`config.mk`:
```
export PLATFORM = sky130hd
export DESIGN_NAME = hat_ram
export DESIGN_NICKNAME = d
export VERILOG_FILES = /design/src/design/hat_ram.sv
export SDC_FILE = /design/constraint.sdc
export NUM_CORES = 1
export LEC_CHECK = 0
export CAP_MARGIN = 20
export CORE_MARGIN = 2
export CORE_UTILIZATION = 53
export DETAILED_ROUTE_END_ITERATION = 8
export DONT_BUFFER_PORTS = 1
export PLACE_DENSITY = 0.65
export RECOVER_POWER = 100
export SYNTH_ARGS = -nofsm -noshare
export SYNTH_HDL_FRONTEND = slang
export SYNTH_SLANG_ARGS = --single-unit
```
`constraint.sdc`:
```
create_clock -name clk -period 2.8 [get_ports clk]
set_input_delay 0.56 -clock clk [delete_from_list [all_inputs] [get_ports clk]]
set_output_delay 0.56 -clock clk [all_outputs]
set_load 0.005 [all_outputs]
```
`src/design/hat_ram.sv`:
```
// generic single port ram with registered read
`timescale 1ns / 1ps
module hat_ram #(
  parameter int unsigned WIDTH = 8,
  parameter int unsigned DEPTH = 16
) (
  input  logic                     clk,
  input  logic                     we,
  input  logic [$clog2(DEPTH)-1:0] addr,
  input  logic [WIDTH-1:0]         wdata,
  output logic [WIDTH-1:0]         rdata
);
  logic [WIDTH-1:0] mem [DEPTH];

  always_ff @(posedge clk) begin
    if (we) begin
      mem[addr] <= wdata;
    end
    rdata <= mem[addr];
  end
endmodule

```
## Yosys cells after proc, flatten, opt, wreduce, memory -nomap -nowiden

Memory sizes are Yosys's and may differ from the RTL's. A register that Yosys moved wholly into a read port is not among the register bits.
Cells that the tools add are included.

| word-level totals | value |
|---|---|
| register bits | 0 |
| bits in writable memories | 128 |
| bits of input ports | 14 |
| output and inout port bits | 8 |
| logic and storage cells | 3 |
| memories | 1 |

| operators by class | value |
|---|---|
| muxes and demuxes | 2 |

Memories:

| name | depth | width | read ports | clocked after memory_dff | write ports | RTL line | source |
|---|---|---|---|---|---|---|---|
| mem | 16 | 8 | 1 | 1 | 1 | 13 | `logic [WIDTH-1:0] mem [DEPTH];` |

Operators by type and width:

| operator | count |
|---|---|
| $mux W1 | 2 |

## Longest topological paths before layout

| logic depth | value |
|---|---|
| depth after elaboration | 2 |
| depth in mapped cells | 5 |
| mapped depth without buffers | 3 |

## Least setup slack after synthesis

OpenSTA, ideal clock, no wires.

| timing | value |
|---|---|
| path kind | in2reg |
| start | input port addr[2] |
| end | memory mem[0][0], enable pin |
| setup time | 0.383 ns |
| arrival time | 1.670 ns |
| slack | 0.747 ns |
| stages | 2 |
| path through | or3b_2 > nor3_1 |

RTL lines:

| what | RTL line | source |
|---|---|---|
| start, declared | 9 | `input logic [$clog2(DEPTH)-1:0] addr,` |
| end, declared | 13 |  |

Straight into the memory's write port.

## Final worst setup path

| timing | value |
|---|---|
| start | input port addr[2] |
| end | memory mem[0][1], enable pin |

Straight into the memory's write port.

==> impl_metrics.py <==
metrics = {
    "status": {
        "outcome": "finished, final reports clean",
    },
    "drt": {
        "wl_met3_um": 718,
        "wl_met2_um": 4510,
        "total_wire_length_um": 9510,
        "drtAntennaViolNets": 0,
        "routed-via-count": 2287,
        "drt_pass1_iterations": 4,
        "routed.top_layer": "met4",
        "drcViolationCount": 0,
        "vias_per_cell": 5.96,
        "dr.first_iter.drc_count": 174,
        "wire_per_inst_um": 24.8,
        "met1Wirelength_um": 4160,
    },
    "yosys": {
        "synthesis.nets": 244,
        "avg_cell_area_syn_sq_um": 22.0,
        "synth_seq_area_share_pct": 79.0,
        "yosys_warnings": 0,
        "synth_ff_type": "edfxtp_1",
        "yosys-top-cells-area": "edfxtp_1 76%, mux4_2 14%, dfxtp_1 3.2%",
        "synth-edff-count": 128,
        "synth_cell_type_count": 18,
        "synth_top_cells_by_count": "128 x edfxtp_1, 32 x mux4_2, 16 x a22oi_1, 13 x nor2_1, 9 x nand2_1",
        "synth_most_common_cell": "edfxtp_1",
        "synthCells": 230,
        "asyncSetResetFlopFracSynth_pct": 0,
        "synth.top_cell.area_share_pct": 75.9,
        "post_synth_instance_area_sq_um": 5070,
        "ys_ff_latch": 136,
        "post-synth-top-area-cell": "edfxtp_1",
    },
    "place": {
        "routabilityCongestion": 0.697,
        "dpl.hpwl_um": 5570,
        "io_buffers": 0,
    },
    "floorplanning": {
        "die_span_in_x_um": 102,
        "chipHeight_um": 102,
        "core_area_sq_um": 9240,
        "starting_density_of_the_core_pct": 54.8,
        "die_area_sq_um": 10400,
        "io-pin-count": 22,
        "rows": 35,
    },
    "clock_tree": {
        "cts_made_buffers": 17,
        "clk_pin_slew_ps": 60,
        "tritoncts_num_sinks": 136,
        "holdBufCountCts": 0,
        "h-tree-depth": 4,
        "tritoncts_clock_tree": "built",
        "worstSkewPairLatency_ps": 510,
        "cts_max_path_buffers": 2,
        "cts.repair_timing.setup_buffer_count": 0,
        "clock_tree.root_cell": "clkbuf_8",
        "cts_repair_resize_count": 0,
    },
    "setup_path": {
        "timing_worst_setup_path_type": "in2reg",
        "critPathLaunchType": "primary input",
        "cp.arrival_ps": 1640,
        "max_stage_delay_ps": 490,
        "worstReg2RegStart": "mem[3][7]",
        "timing.reg2reg.worst_path_depth": 3,
        "critPathRequiredTime_ps": 2950,
        "critical_path.max_fanout": 8,
        "cp_cell_sequence": "or3b_2 > nor3_1 > clkbuf_1",
        "critical-path-slowest-cell": "or3b_2",
        "setup.reg_to_reg.worst_slack_ps": 1390,
        "r2r-end": "rdata[7]",
        "critical_path.endpoint_type": "flip-flop",
    },
    "flow_run": {
        "cap_viol_max_count": 0,
    },
    "power_and_ir_drop": {
        "leakage_nw": 1.82,
        "power-per-cell-area_nw_per_um2": 805,
        "ir_worst_vdd_mv": 0.385,
    },
    "worst_hold_path": {
        "min_path_type": "in2reg",
        "holdCritStartpoint": "wdata[5]",
        "hold_end": "mem[13][5]",
        "min_path_cells": 0,
    },
    "layout": {
        "share_of_post_route_cells_with_drive_strength_above_1_pct": 23.1,
        "finish.net_count": 256,
        "regArea_sq_um": 4000,
        "multiInputGateArea_sq_um": 1000,
        "fill_cells": 623,
        "synthToLayoutAreaGrowth_pct": 14.1,
        "antenna_cells": 0,
    },
    "sta": {
        "worstMarginPinSlew_ps": 804,
        "period_minus_slack_ps": 1490,
        "max_slew_margin_pct": 46.2,
        "holdWs_ps": 141,
        "report.final.setup_viol": 0,
        "skew_ps": 5.78,
        "clock.fmax_mhz": 672,
        "final.period_utilization_pct": 53.2,
        "timing.setup.tns_ps": 0,
        "rsz0062_at_grt": "false",
        "final-max-slew-violation-count": 0,
        "count_of_final_hold_check_violations": 0,
    },
    "global_route": {
        "all_layer_gr_usage_pct": 20.5,
        "grt_antenna_before_repair": 0,
        "wire_length_of_the_first_global_routing_pass_um": 14300,
        "total_global_routing_overflow": 0,
        "maximum_number_of_pins_on_one_net_before_global_route_repair": 40,
        "grt_pass1_vias": 2348,
    },
}
worst max-delay path: cells and delay by family:
kind / cells / cell delay, ps
and+or+nand+nor: 2 / 640
buffers and inverters: 1 / 430
worst max path at each step:
stage            start   endpoint  cells after the start
2_1_floorplan  addr[2]  mem[0][0]                      2
3_3_place_gp   addr[2]  mem[3][4]                      2
3_5_place_dp   addr[2]  mem[3][4]                      2
4_1_cts        addr[2]  mem[3][7]                      2
5_1_grt        addr[2]  mem[1][7]                      2
6_report       addr[2]  mem[0][1]                      3
power by group:
| part | switching, mW | leakage, nW | total (mW) | internal (mW) |
|---|---|---|---|---|
| sequential | 0.0147 | 1.22 | 2.29 | 2.28 |
| clock | 0.796 | 0.287 | 2.24 | 1.44 |
| combinational | 0.0574 | 0.313 | 0.124 | 0.0668 |
metrics by stage:
| step | cell area (sq um) | utilization (%) | std cells | setup WS (ps) | power [mW] |
|---|---|---|---|---|---|
| 2_1_floorplan | 5070 | - | 230 | 747 | 2.45 |
| 3_3_place_gp | 5200 | 56.3 | 352 | 827 | 2.46 |
| 3_5_place_dp | 5200 | 56.3 | 352 | 778 | 2.46 |
| 4_1_cts | 5800 | 62.7 | 384 | 1320 | 4.69 |
| 5_1_grt | 5780 | 62.6 | 384 | 1240 | 4.80 |
| 6_report | 5780 | 62.6 | 384 | 1310 | 4.66 |
flip-flops by register name (all words and copies together) (netlist names):
name and count:
mem 128, rdata 8
placed cells by master, fill, tap and decap left out, types with 3 or more instances in the layout:
master     Yosys  routed
edfxtp_1     128     128
nor2_1        13      13
dfxtp_1        8       8
nand2_1        9       9
clkbuf_16      0      16
mux4_2        32      32
nor3_1         4       4
bufinv_16      0       4
clkbuf_1       2       7
a22oi_1       16      16
clkinv_1       0       3
layer usage:
metal	track usage [%]	up-vias
met5	0	-
met3	7.04	11
met1	30.5	1195
met4	7.48	0
met2	28.6	94
li1	-	987
layout make-up:
type	count	area share (%)
timing repair buffer	4	0.260
clock inverter	12	3.01
clock buffer	20	7.36
tap	129	2.79
multi-input combinational	83	17.4
sequential	136	69.2
kinds of logic after synthesis:
logic type / count (synthesis) / share of synthesized area (%)
flip-flops: 136 / 79.0
buffers and inverters: 11 / 1.19
multiplexers: 32 / 14.2
AO/OA/AOI/OAI: 16 / 2.37
AND/OR/NAND/NOR: 35 / 3.21
(Power assumes the default switching activity.)
