`config.mk`:
```
export PLATFORM = sky130hd
export DESIGN_NAME = hat_hash
export DESIGN_NICKNAME = d
export VERILOG_FILES = /design/src/design/hat_pkg.sv /design/src/design/hat_hash.sv
export SDC_FILE = /design/constraint.sdc
export NUM_CORES = 2
export LEC_CHECK = 0
export BUFFER_PORTS_ARGS = -buffer_cell sky130_fd_sc_hd__clkbuf_2
export CAP_MARGIN = 30
export CORE_MARGIN = 2
export CORE_UTILIZATION = 67
export CTS_CLUSTER_SIZE = 16
export DETAILED_ROUTE_END_ITERATION = 10
export GPL_TIMING_DRIVEN = 0
export PLACE_DENSITY_LB_ADDON = 0.3
export SLEW_MARGIN = 20
export SYNTH_ARGS = -nofsm -noshare
export SYNTH_HDL_FRONTEND = slang
export SYNTH_SLANG_ARGS = --single-unit
```
`constraint.sdc`:
```
create_clock -name clk -period 13.6 [get_ports clk]
set_input_delay 3.4 -clock clk [delete_from_list [all_inputs] [get_ports clk]]
set_output_delay 3.4 -clock clk [all_outputs]
set_load 0.005 [all_outputs]
```
`src/design/hat_pkg.sv`:
```
// shared types and constants for the hash accumulate table
`timescale 1ns / 1ps
package hat_pkg;
  localparam int unsigned SLOT_BITS = 12;
  localparam int unsigned CAPACITY = 1 << SLOT_BITS;
  localparam int unsigned KEY_BITS = 36;
  localparam int unsigned VAL_BITS = 31;
  localparam int unsigned LOAD_LIMIT = (CAPACITY * 7) / 10;
  localparam logic [63:0] MIX_C1 = 64'hbf58476d1ce4e5b9;
  localparam logic [63:0] MIX_C2 = 64'h94d049bb133111eb;

  typedef enum logic [1:0] {
    OP_ADD   = 2'd0,
    OP_READ  = 2'd1,
    OP_CLEAR = 2'd2,
    OP_RSVD  = 2'd3
  } opcode_t;

  typedef enum logic [2:0] {
    ST_INSERTED    = 3'd0,
    ST_ACCUMULATED = 3'd1,
    ST_ZERO        = 3'd2,
    ST_FULL        = 3'd3,
    ST_OCCUPIED    = 3'd4,
    ST_EMPTY       = 3'd5,
    ST_CLEARED     = 3'd6
  } status_t;

  // hash unit control and result
  typedef struct packed {
    logic start;
  } hash_ctl_t;

  typedef struct packed {
    logic                 done;
    logic [SLOT_BITS-1:0] slot;
  } hash_res_t;
endpackage

```
`src/design/hat_hash.sv`:
```
// iterative splitmix64 finalizer, one 32x32 partial product per cycle
`timescale 1ns / 1ps
module hat_hash (
  input  logic                          clk,
  input  logic                          rst,
  input  hat_pkg::hash_ctl_t            ctl,
  input  logic [hat_pkg::KEY_BITS:0]    entry_tag,
  output hat_pkg::hash_res_t            res
);
  typedef enum logic [2:0] {H_IDLE, H_MUL, H_MIX2, H_DONE} hstate_t;

  hstate_t     state;
  logic        done;
  logic [63:0] x;
  logic [63:0] acc;
  logic [1:0]  pp;
  logic        round;
  logic [31:0] a_half;
  logic [31:0] c_half;
  logic [63:0] c_sel;
  logic [63:0] prod;
  logic [63:0] pp_shift;

  always_comb begin
    c_sel  = round ? hat_pkg::MIX_C2 : hat_pkg::MIX_C1;
    a_half = pp[1] ? x[63:32] : x[31:0];
    c_half = pp[0] ? c_sel[63:32] : c_sel[31:0];
    prod   = 64'(a_half) * 64'(c_half);
    case (pp)
      2'd0:    pp_shift = prod;
      2'd3:    pp_shift = '0;
      default: pp_shift = {prod[31:0], 32'd0};
    endcase
  end

  always_ff @(posedge clk) begin
    if (rst) begin
      state <= H_IDLE;
      done  <= 1'b0;
    end else begin
      done <= 1'b0;
      case (state)
        H_IDLE: begin
          if (ctl.start) begin
            x     <= {{(63 - hat_pkg::KEY_BITS){1'b0}}, entry_tag}
                     ^ ({{(63 - hat_pkg::KEY_BITS){1'b0}}, entry_tag} >> 30);
            acc   <= '0;
            pp    <= 2'd0;
            round <= 1'b0;
            state <= H_MUL;
          end
        end
        H_MUL: begin
          acc <= acc + pp_shift;
          pp  <= pp + 2'd1;
          if (pp == 2'd2) begin
            state <= H_MIX2;
          end
        end
        H_MIX2: begin
          acc <= '0;
          pp  <= 2'd0;
          if (!round) begin
            x     <= acc ^ (acc >> 27);
            round <= 1'b1;
            state <= H_MUL;
          end else begin
            x     <= acc ^ (acc >> 31);
            state <= H_DONE;
          end
        end
        H_DONE: begin
          done  <= 1'b1;
          state <= H_IDLE;
        end
        default: state <= H_IDLE;
      endcase
    end
  end

  assign res.done = done;
  assign res.slot = x[hat_pkg::SLOT_BITS-1:0];
endmodule

```
Word level (Yosys, flattened, before mapping)
Index checks and enable logic that the tools add are counted.
Storage, ports and cells
  register bits: 135
  bits of input ports: 40
  word-level logic and storage cells: 45
Cells by class
  add/subtract/negate cells: 2
  $mul: 1
  equality and inequality tests: 7
  muxes and demuxes: 18
  bitwise operators: 4
  reductions and logical operators: 7
Operators by type and width (number)
  case mux 64 bit (2 select lines): 2
  two-way mux 64 bit: 3
  case mux 64 bit (3 select lines): 1
  adder 64 bit: 1
  multiplier 32 x 32 -> 64 bit: 1
  two-way mux 32 bit: 2
  XOR 64 x 33 -> 64 bit: 1
  XOR 64 x 37 -> 64 bit: 1
  two-way mux 62 bit: 1
  XOR 37 x 7 -> 37 bit: 1
  case mux 3 bit (3 select lines): 1
  == test 3 x 2 -> 1 bit, second input constant: 2
  two-way mux 3 bit: 2
  case mux 2 bit (3 select lines): 1
  AND reduction 3 bit: 2
  == test 2 bit, second input constant: 2
  two-way mux 2 bit: 2
  inequality test 2 bit, second input constant: 2
  == test 3 x 1 -> 1 bit, second input constant: 1
  zero test 3 bit: 1
  nonzero test 3 bit: 1
  adder 2 x 1 -> 2 bit, second input constant: 1
  zero test 2 bit: 1
  two-way mux 1 bit: 2
  4 further kinds: 4

Longest topological paths before layout
  word-level depth: 6
  depth in mapped cells: 46

Worst setup path after synthesis
No wires, ideal clock.
  kind: reg-to-reg
  start: register pp[1]
  end: register acc[63] (data pin)
  arrival: 10.954 ns
  data required time: 13.452 ns
  path slack: 2.498 ns
  cell stages (with the launch flop): 38
  path buffers: 4
  period minus slack after synthesis: 11.102 ns
  path through: edfxtp_1 clkbuf_1 clkbuf_1 buf_1 mux2i_1 inv_1 and2_1 fa_1 fa_1 fa_1 inv_1 fa_1 inv_1 fa_1 fa_1 fa_1 fa_1 ha_1 (+2 left out) a21o_1 a41oi_1 a21oi_1 a221oi_1 o211a_1 o211ai_1 o211a_1 o311ai_0 ha_1 clkbuf_1 nand2_1 nor2_1 a211o_1 a221oi_1 nand2_1 o21ba_2 or4_1 mux2i_1
Between the ends
  word-level cells in the longest chain between the ends: 5
  elaborated cells on any way between the ends: 7
  classes of those cells: add/sub: 1; mul: 1; eq/ne: 1; mux: 3; reduce/logical: 1
RTL lines
  start, declared: line hat_hash.sv:16  | logic [1:0] pp;
  start signal, assigned: line hat_hash.sv:55  | pp <= pp + 2'd1;
  two-way mux 32 bit: line hat_hash.sv:26  | a_half = pp[1] ? x[63:32] : x[31:0];
  multiplier 32 x 32 -> 64 bit: line hat_hash.sv:28  | prod = 64'(a_half) * 64'(c_half);
  case mux 64 bit (2 select lines) (*): line hat_hash.sv:29  | case (pp)
  adder 64 bit (*): line hat_hash.sv:54  | acc <= acc + pp_shift;
  case mux 64 bit (3 select lines) (*): line hat_hash.sv:42  | case (state)
  end signal, assigned: line hat_hash.sv:54
  end, declared: line hat_hash.sv:15  | logic [63:0] acc;
Every way passes the cells marked *; elsewhere a longest branch is shown, timed or not.
A chain may end at the register's enable or synchronous reset.

Worst setup path after layout
  start: register pp[0]
  end: register acc[56] (data pin)
Between the ends
  word-level cells in the longest chain between the ends: 5
  elaborated cells on any way between the ends: 7
  classes of those cells: add/sub: 1; mul: 1; eq/ne: 1; mux: 3; reduce/logical: 1
RTL lines
  two-way mux 32 bit: line hat_hash.sv:27  | c_half = pp[0] ? c_sel[63:32] : c_sel[31:0];
  via c_half[21]: line hat_hash.sv:19  | logic [31:0] c_half;
  multiplier 32 x 32 -> 64 bit: line hat_hash.sv:28
  case mux 64 bit (2 select lines): line hat_hash.sv:29
  adder 64 bit: line hat_hash.sv:54
  case mux 64 bit (3 select lines): line hat_hash.sv:42
The timed path passes the listed nets, and every way through them passes these cells.

==> out/metrics.csv <==
stage,metric,value,unit
status,status,completed,
flow_run,max cap viols,0,
place,Final HPWL DP,114600,um
global_routing,first-pass GRT wire length,203100,um
routing,final wirelength,136100,um
routing,# DRC,0,
die,Die ar.,61140,um^2
global_routing,initial antenna violation count,6,
synthesis,syn_area_per_cell,9.593,um^2
layout,fin util,0.7160,
timing,clk_skew,0.01054,ns
timing,"Hold Vio Cnt, Final",0,
layout,area of the multi-input gates,31780,um^2
cts,CTS tree,yes,
routing,Initial DRC Count,3734,
timing,worst-case hold slack,0.5242,ns
critical_path,"most used cell, CP",fa_1,
place,pre-CTS setup slack,-0.9414,ns
cts,Clock Sinks,134,
die,Die H,247.3,um
critical_path,Crit path largest cell delay,0.82,ns
timing,Final Max Tran Viols,0,
timing,Final Cycle Share,0.9995,
cts,CTS H-Tree Depth,4,
cts,"CTS clk-pin slew, worst paths",0.06,ns
global_routing,GRT Residual Overflow,0,
timing,Worst Tran Pin Value,1.161,ns
synthesis,Yosys reg bits,134,
critical_path,Worst setup SP type,flop,
timing,Tmin final,13.59,ns
cts,clk buf depth,2,
timing,fin worst setup slack,0.007413,ns
layout,Synth-to-Final Area Change,6.185,%
cts,clk_lat worst skew,0.45,ns
timing,unrepaired setup endpoints after global routing,no,
cts,# hold bufs at CTS,0,
place,input/output buffers,52,
synthesis,post-synth cell types,82,
synthesis,ys async rst share,0,
synthesis,"EDFF count, synth",131,
layout,share of post-route cells with drive strength above 1,0.05475,
synthesis,register area share after synthesis,0.1007,
global_routing,GRT Overall Usage,0.4649,
routing,vias per cell,6.247,
critical_path,slowest cell on the critical path,clkbuf_1,
synthesis,cell area after synthesis,39650,um^2
place,routability congestion estimate,1.126,
routing,Detail Route Antenna Nets,0,
synthesis,Syn Nets,5402,
routing,wire per inst,27.02,um
timing,Final setup violation count,0,
timing,max frequency,0.07357,GHz
layout,"Net count, final",5512,
layout,# fillers,4495,
critical_path,WP data arrival,13.78,ns
timing,final setup TNS,0,ns
routing,via count,31450,
critical_path,CP Class,reg2reg,
synthesis,Post-Syn Instances,4133,
synthesis,synth warn,0,
global_routing,vias in the first global route,32920,
critical_path,Required @ worst endpoint,13.79,ns
critical_path,crit end category,flop,
global_routing,largest net degree at the start of global routing,17,
critical_path,CP Max Fanout,15,
die,chip width,247.3,um
cts,clock root cell,clkbuf_16,
die,initial core utilization,0.6743,
routing,drt pass-1 iters,8,
timing,Rel. slew slack,0.2259,
cts,TritonCTS Buffers,17,
layout,register area,3994,um^2
die,placeable core region,58800,um^2
die,Std-Cell Rows,89,
synthesis,Synth Flop Type,edfxtp_1,
hold_path,hold crit path type,reg2reg,
die,Top Ports,53,
## critical path, delay by kind of cell, from the launching register on
| family | cells | cell delay [ns] |
|---|---|---|
| AO/OA/AOI/OAI | 8 | 2.80 |
| XOR/XNOR | 1 | 0.72 |
| adder cells (fa/ha/maj) | 11 | 4.75 |
| buffers and inverters | 8 | 2.62 |
| flip-flops | 1 | 0.53 |
| multiplexers | 1 | 0.15 |
| AND/OR/NAND/NOR | 8 | 1.74 |
## metrics by stage
stage | cell area, um^2 | instances
finish | 42100 | 5035
detailed placement | 41220 | 4983
global route | 42080 | 5029
floorplan | 39650 | 4133
global placement | 40870 | 4958
CTS | 41850 | 5015
## flip-flops by register name, summed over array words and instances, names as in the netlist
name and count:
acc 64, done 1, pp 2, round 1, state 2, x 64
## metal layers
layer | track usage | vias to the layer above | part of all wire
met5 | 0 | - | 0.00030
met4 | 0.2961 | 6 | 0.082
met3 | 0.1914 | 627 | 0.14
met2 | 0.6965 | 2259 | 0.43
met1 | 0.5560 | 15390 | 0.34
li1 | - | 13170 | -
## synth_stat cells (4+ instances only)
cell type	count	share of area
nor3_1	23	0.0029
nor2b_1	21	0.0033
fa_1	804	0.41
or2_2	5	0.00079
edfxtp_1	131	0.099
a41oi_1	4	0.00088
buf_1	4	0.00038
or3_1	8	0.0013
nand2b_1	78	0.012
nand4_1	35	0.0055
xnor2_1	95	0.021
a21o_1	70	0.013
ha_1	425	0.13
nor2_1	292	0.028
a21oi_1	141	0.018
and2_1	152	0.024
a221oi_1	9	0.0020
o211ai_1	9	0.0017
a21boi_0	5	0.00095
a31oi_1	23	0.0036
o21ai_0	124	0.016
nor4_1	6	0.00095
clkbuf_1	112	0.011
inv_1	905	0.086
and4_1	4	0.00088
xor2_1	87	0.019
nand2_1	249	0.024
a211oi_1	13	0.0025
mux2i_1	70	0.018
o31ai_1	16	0.0030
a31o_2	6	0.0013
buf_4	20	0.0038
o21bai_1	31	0.0059
nand3_1	35	0.0044
o21a_1	17	0.0032
clkinv_1	10	0.00095
and3_1	17	0.0027
o21ai_1	6	0.00076
## layout make-up
type / count / share of cell area
flip-flops and latches: 134 / 0.09487
repair buffers: 91 / 0.01483
multi-input cells: 2940 / 0.7549
diodes: 6 / 0.0003566
plain buffers: 141 / 0.01569
well taps: 773 / 0.02297
clock buffers: 17 / 0.01010
inverters: 918 / 0.08227
clock inverters: 15 / 0.004012
## what timing repair did
item,4_1_cts,5_1_grt
setup endpoints to repair,25,21
gates cloned,0,0
buffers inserted,0,10
resized for setup,14,39
## cells in the final DEF, fill, tap and decap left out, drive strengths merged, types with 18 or more instances in the layout
| master | netlist | layout |
|---|---|---|
| edfxtp | 131 | 131 |
| mux2i | 70 | 70 |
| a31oi | 23 | 23 |
| nand3 | 36 | 36 |
| a21oi | 142 | 142 |
| nand2b | 78 | 78 |
| nor3 | 24 | 24 |
| inv | 908 | 914 |
| o31ai | 18 | 18 |
| clkbuf | 114 | 186 |
| xnor2 | 95 | 95 |
| ha | 425 | 425 |
| o21bai | 31 | 31 |
| nor2 | 292 | 292 |
| o21ai | 130 | 130 |
| and2 | 152 | 152 |
| fa | 804 | 804 |
| nand4 | 36 | 36 |
| a21o | 70 | 70 |
| nand2 | 249 | 249 |
| buf | 27 | 63 |
| nor2b | 21 | 21 |
| xor2 | 87 | 87 |
## logic make-up after synthesis
family	synth area share
compound gates	0.08467
xor+xnor	0.04021
fa+ha+maj	0.5401
buf+inv	0.1028
flops	0.1007
mux	0.01767
simple gates	0.1138
## path summary, 6_finish.rpt
kind | start | endpoint | slack [ns] | cells past startpoint
min | state[1]$_SDFFE_PP0P_ | done$_SDFF_PP0_ | 0.52 | 2
min reg2reg | state[1]$_SDFFE_PP0P_ | done$_SDFF_PP0_ | 0.52 | 2
max | pp[0]$_SDFFCE_PN0P_ | acc[56]$_SDFFCE_PN0P_ | 0.007 | 37
max reg2reg | pp[0]$_SDFFCE_PN0P_ | acc[56]$_SDFFCE_PN0P_ | 0.007 | 37
Power is not shown: default switching activity piles up to over one toggle a cycle in this logic, so the estimate is an artifact.
